File: src/rtl/vgm_ram.sv
// Generic simple dual-port RAM: one write port, one read port with registered data.
module vgm_ram #(
  parameter int WIDTH = 8,
  parameter int DEPTH = 16
) (
  input  logic                                     clk,
  input  logic                                     wr_en,
  input  logic [((DEPTH > 1) ? $clog2(DEPTH) : 1)-1:0] wr_addr,
  input  logic [WIDTH-1:0]                         wr_data,
  input  logic [((DEPTH > 1) ? $clog2(DEPTH) : 1)-1:0] rd_addr,
  output logic [WIDTH-1:0]                         rd_data_r
);

  logic [WIDTH-1:0] mem [DEPTH];

  // Write and registered read.
  always_ff @(posedge clk) begin
    if (wr_en) begin
      mem[wr_addr] <= wr_data;
    end
    rd_data_r <= mem[rd_addr];
  end

endmodule

File: config.mk
export PLATFORM = sky130hd
export DESIGN_NAME = vgm_ram
export DESIGN_NICKNAME = d
export VERILOG_FILES = /design/src/rtl/vgm_ram.sv
export SDC_FILE = /design/constraint.sdc
export NUM_CORES = 1
export LEC_CHECK = 0
export ABC_AREA = 1
export ABC_CLOCK_PERIOD_IN_PS = 2600
export BUFFER_PORTS_ARGS = -buffer_cell sky130_fd_sc_hd__buf_2
export CAP_MARGIN = 20
export CORE_MARGIN = 3
export CORE_UTILIZATION = 60
export DETAILED_ROUTE_END_ITERATION = 8
export GPL_TIMING_DRIVEN = 1
export PLACE_DENSITY_LB_ADDON = 0.05
export SYNTH_ARGS = -nofsm -noshare
export SYNTH_HDL_FRONTEND = slang
export SYNTH_SLANG_ARGS = --single-unit
export TNS_END_PERCENT = 5
File: constraint.sdc
create_clock -name clk -period 2.6 [get_ports clk]
set_input_delay 0.78 -clock clk [delete_from_list [all_inputs] [get_ports clk]]
set_output_delay 0.78 -clock clk [all_outputs]
set_load 0.02 [all_outputs]
==> metrics.md <==
| Metric | Value |
|---|---|
| Status | completed |
| Area delta synth->final | 13.52% |
| Critical path depth | 1 |
| Flop2flop setup slack | 1600 ps |
| Worst reg2reg path depth | 6 |
| Max stage delay on crit path | 360 ps |
| Final min period | 1830 ps |
| PortBufs | 25 |
| Die Span X | 104.0 um |
| CTS Sinks | 136 |
| Pwr dens | 752.9 nW/um2 |
| NumNets Final | 601 |
| Worst reg2reg path startpoint | mem[8][1]$_DFFE_PP_ |
| Global route total overflow | 0 |
| GRT Overall Usage | 0.2380 |
| Cell Chain, Critical Path | buf_2 |
| Top-count cell post-synth | nand2_1 |
| Cells after synthesis | 551 |
| EDFF count, synth | 128 |
| Share of cells above drive strength 1 | 0.1158 |
| Internal | 3804 uW |
| Worst setup endpoint | rd_data_r[0] |
| Delay-heaviest family, CP | flip-flops |
| Post-detail-place hpwl | 7.297 mm |
| Maximum clock frequency | 0.5465 GHz |
| CTS tree | yes |
| Syn. warnings | 0 |
| CP startpoint | rd_data_r[0]$_DFF_P_ |
| Area contributors post-synth | edfxtp_1, nand2_1, nand3_1 |
| Slew HR | 0.5073 |
| Synth cell types | 12 |
| Startpoint Class | register |
| Share of the synthesized area in the top cell type | 0.6665 |
| Combinational Power Share | 0.062 |
| WL met1 | 5.689 mm |
| Post-CTS Resized | 0 |
| Hold-fix buffers, CTS | 0 |
| Cell area after layout | 6546 um2 |
| Clock root buffer | clkbuf_8 |
| GPL Wtd Cong | 0.8259 |
| Placed instance area | 6002 um2 |
| Antenna diodes | 0 |
| Number of global-route vias before repair | 3,532 |
| Leakage | 0.002830 uW |
| Vias | 3,781 |
| CP max stage cell | dfxtp_1 |
| Clock latency on the worst-skew pair | 510 ps |
| Die area | 10,820 um2 |
| Worst path required time | 1820 ps |
| Critical Path Fanout Max | 1 |
| Clock power share | 0.438 |
| Final cycle utilization of the critical path | 0.7038 |
| Initial Util | 0.6212 |
| Sequential cell area | 4004 um2 |
| Sequential share of the synthesized area | 0.6943 |
| RSZ-0062 raised after global routing | no |
| Antenna Nets Post-Route | 0 |
| First-pass GRT wire length | 19.33 mm |
| DIE HEIGHT | 104.0 um |
| H-tree levels | 4 |
| Avg Inst Size Synth | 10.47 um2 |
| Reg power frac | 0.501 |
| Synth Flop Type | edfxtp_1 |
| Yosys reg bits | 136 |
| Core footprint | 9284 um2 |
| IO Pins | 26 |
| Critical path endpoint category | output pin |
| Pre-antenna DRT Iters | 5 |
| Worst R2R End | rd_data_r[1]$_DFF_P_ |
| Peak VDD IR | 482.0 uV |
| Top layer reached by signal wires | met4 |
| Net Sw Power | 1124 uW |
| Largest net degree at the start of global routing | 65 |
| Multi-input gate area | 1214 um2 |
| WL/cell | 16.93 um |
| Max-cap viol count | 0 |
| Sw Ratio | 0.2281 |
| Synthesized area | 5767 um2 |
| Setup violators final | 0 |
| Final hold vios | 0 |
| CP Class | reg -> out |
| Met2 wire len | 5.714 mm |
| Iter 0 DRT Violations | 345 |
| Postcts setup bufs | 0 |
| Syn Nets | 569 |
| Total wire length | 12.27 mm |
| Fraction of registers with async set/reset | 0 |
| Yosys top cell by area | edfxtp_1 |
| DR vias/cell | 5.215 |
| Clock tree buffer depth | 2 |
| Routed met3 length | 749 um |
| Final Max Tran Viols | 0 |
| Synth top cells by count | nand2_1, edfxtp_1, inv_1 |
| Worst-margin pin slew | 736.3 ps |
| DRC | 0 |
| Rows | 35 |
| Hold Path Class | in -> reg |
| CP arrival | 1050 ps |
| Initial antenna violation count | 0 |
| Fill count | 714 |
| Clock-pin slew on the worst setup and hold paths | 60 ps |
| CP Buf/Inv Count | 1 |
| Setup TNS | 0 ps |
| Cts bufs inserted | 17 |
| Worst Skew | 8.051 ps |
-- layer usage --
layer | up-vias | GRT usage
met3 | 9 | 0.04469
li1 | 1834 | -
met4 | 0 | 0.06268
met2 | 144 | 0.3570
met5 | - | 0
met1 | 1794 | 0.3629
-- flip-flops by register name, indices dropped and copies added, names as in the netlist --
signal	count
mem	128
rd_data_r	8
-- worst min path at each step --
| stage | from | endpoint | slack, ps | depth (start not counted) |
|---|---|---|---|---|
| 2_1_floorplan | mem[10][0]$_DFFE_PP_ | rd_data_r[0]$_DFF_P_ | 610 | 6 |
| 3_3_place_gp | mem[14][4]$_DFFE_PP_ | rd_data_r[4]$_DFF_P_ | 650 | 6 |
| 3_5_place_dp | mem[14][4]$_DFFE_PP_ | rd_data_r[4]$_DFF_P_ | 660 | 6 |
| 4_1_cts | rd_addr[3] | rd_data_r[7]$_DFF_P_ | 600 | 3 |
| 5_1_grt | rd_addr[3] | rd_data_r[7]$_DFF_P_ | 620 | 3 |
| 6_report | rd_addr[3] | rd_data_r[7]$_DFF_P_ | 620 | 3 |
-- per-stage QoR --
step / power (uW) / utilization / hold WS [ps] / setup WS [ps] / std cells
floorplan: 2699 / - / 607.4 / 869.2 / 551
global placement: 2811 / 0.6465 / 645.8 / 591.2 / 693
detailed placement: 2816 / 0.6465 / 655.9 / 540.9 / 693
CTS: 4957 / 0.7051 / 600.6 / 754.7 / 725
global route: 5093 / 0.7051 / 624.9 / 751.2 / 725
finish: 4929 / 0.7051 / 621.4 / 770.2 / 725
-- cell type report --
type                       count  share of cell area
clock buffer                  18             0.06384
clock inverter                14             0.01930
inverter                     102             0.05849
multi-input combinational    289              0.1854
sequential                   136              0.6116
tap                          129             0.02466
timing repair buffer          37             0.03670
-- power groups by stage --
stage          clock, uW  sequential (uW)  combinational [uW]
2_1_floorplan          0             2530                 173
3_3_place_gp           0             2510                 300
3_5_place_dp           0             2510                 303
4_1_cts             2180             2470                 305
5_1_grt             2280             2470                 340
6_report            2160             2470                 305
-- placed cells by master (no fill, tap or decap) --
cell,n
nand2_1,173
edfxtp_1,128
inv_1,100
nand3_1,97
buf_2,25
nor2_1,17
clkbuf_16,16
buf_4,10
dfxtp_1,8
clkinvlp_4,7
inv_2,2
nand3b_1,2
inv_6,2
clkinv_4,2
buf_12,2
clkbuf_8,1
bufinv_16,1
clkinv_1,1
clkbuf_1,1
clkinv_2,1
-- kinds of logic after synthesis --
kind of cell | after synthesis | share of synthesized area
AND/OR/NAND/NOR | 289 | 0.2105
buffers and inverters | 126 | 0.09525
flip-flops | 136 | 0.6943
(Power assumes the default switching activity.)
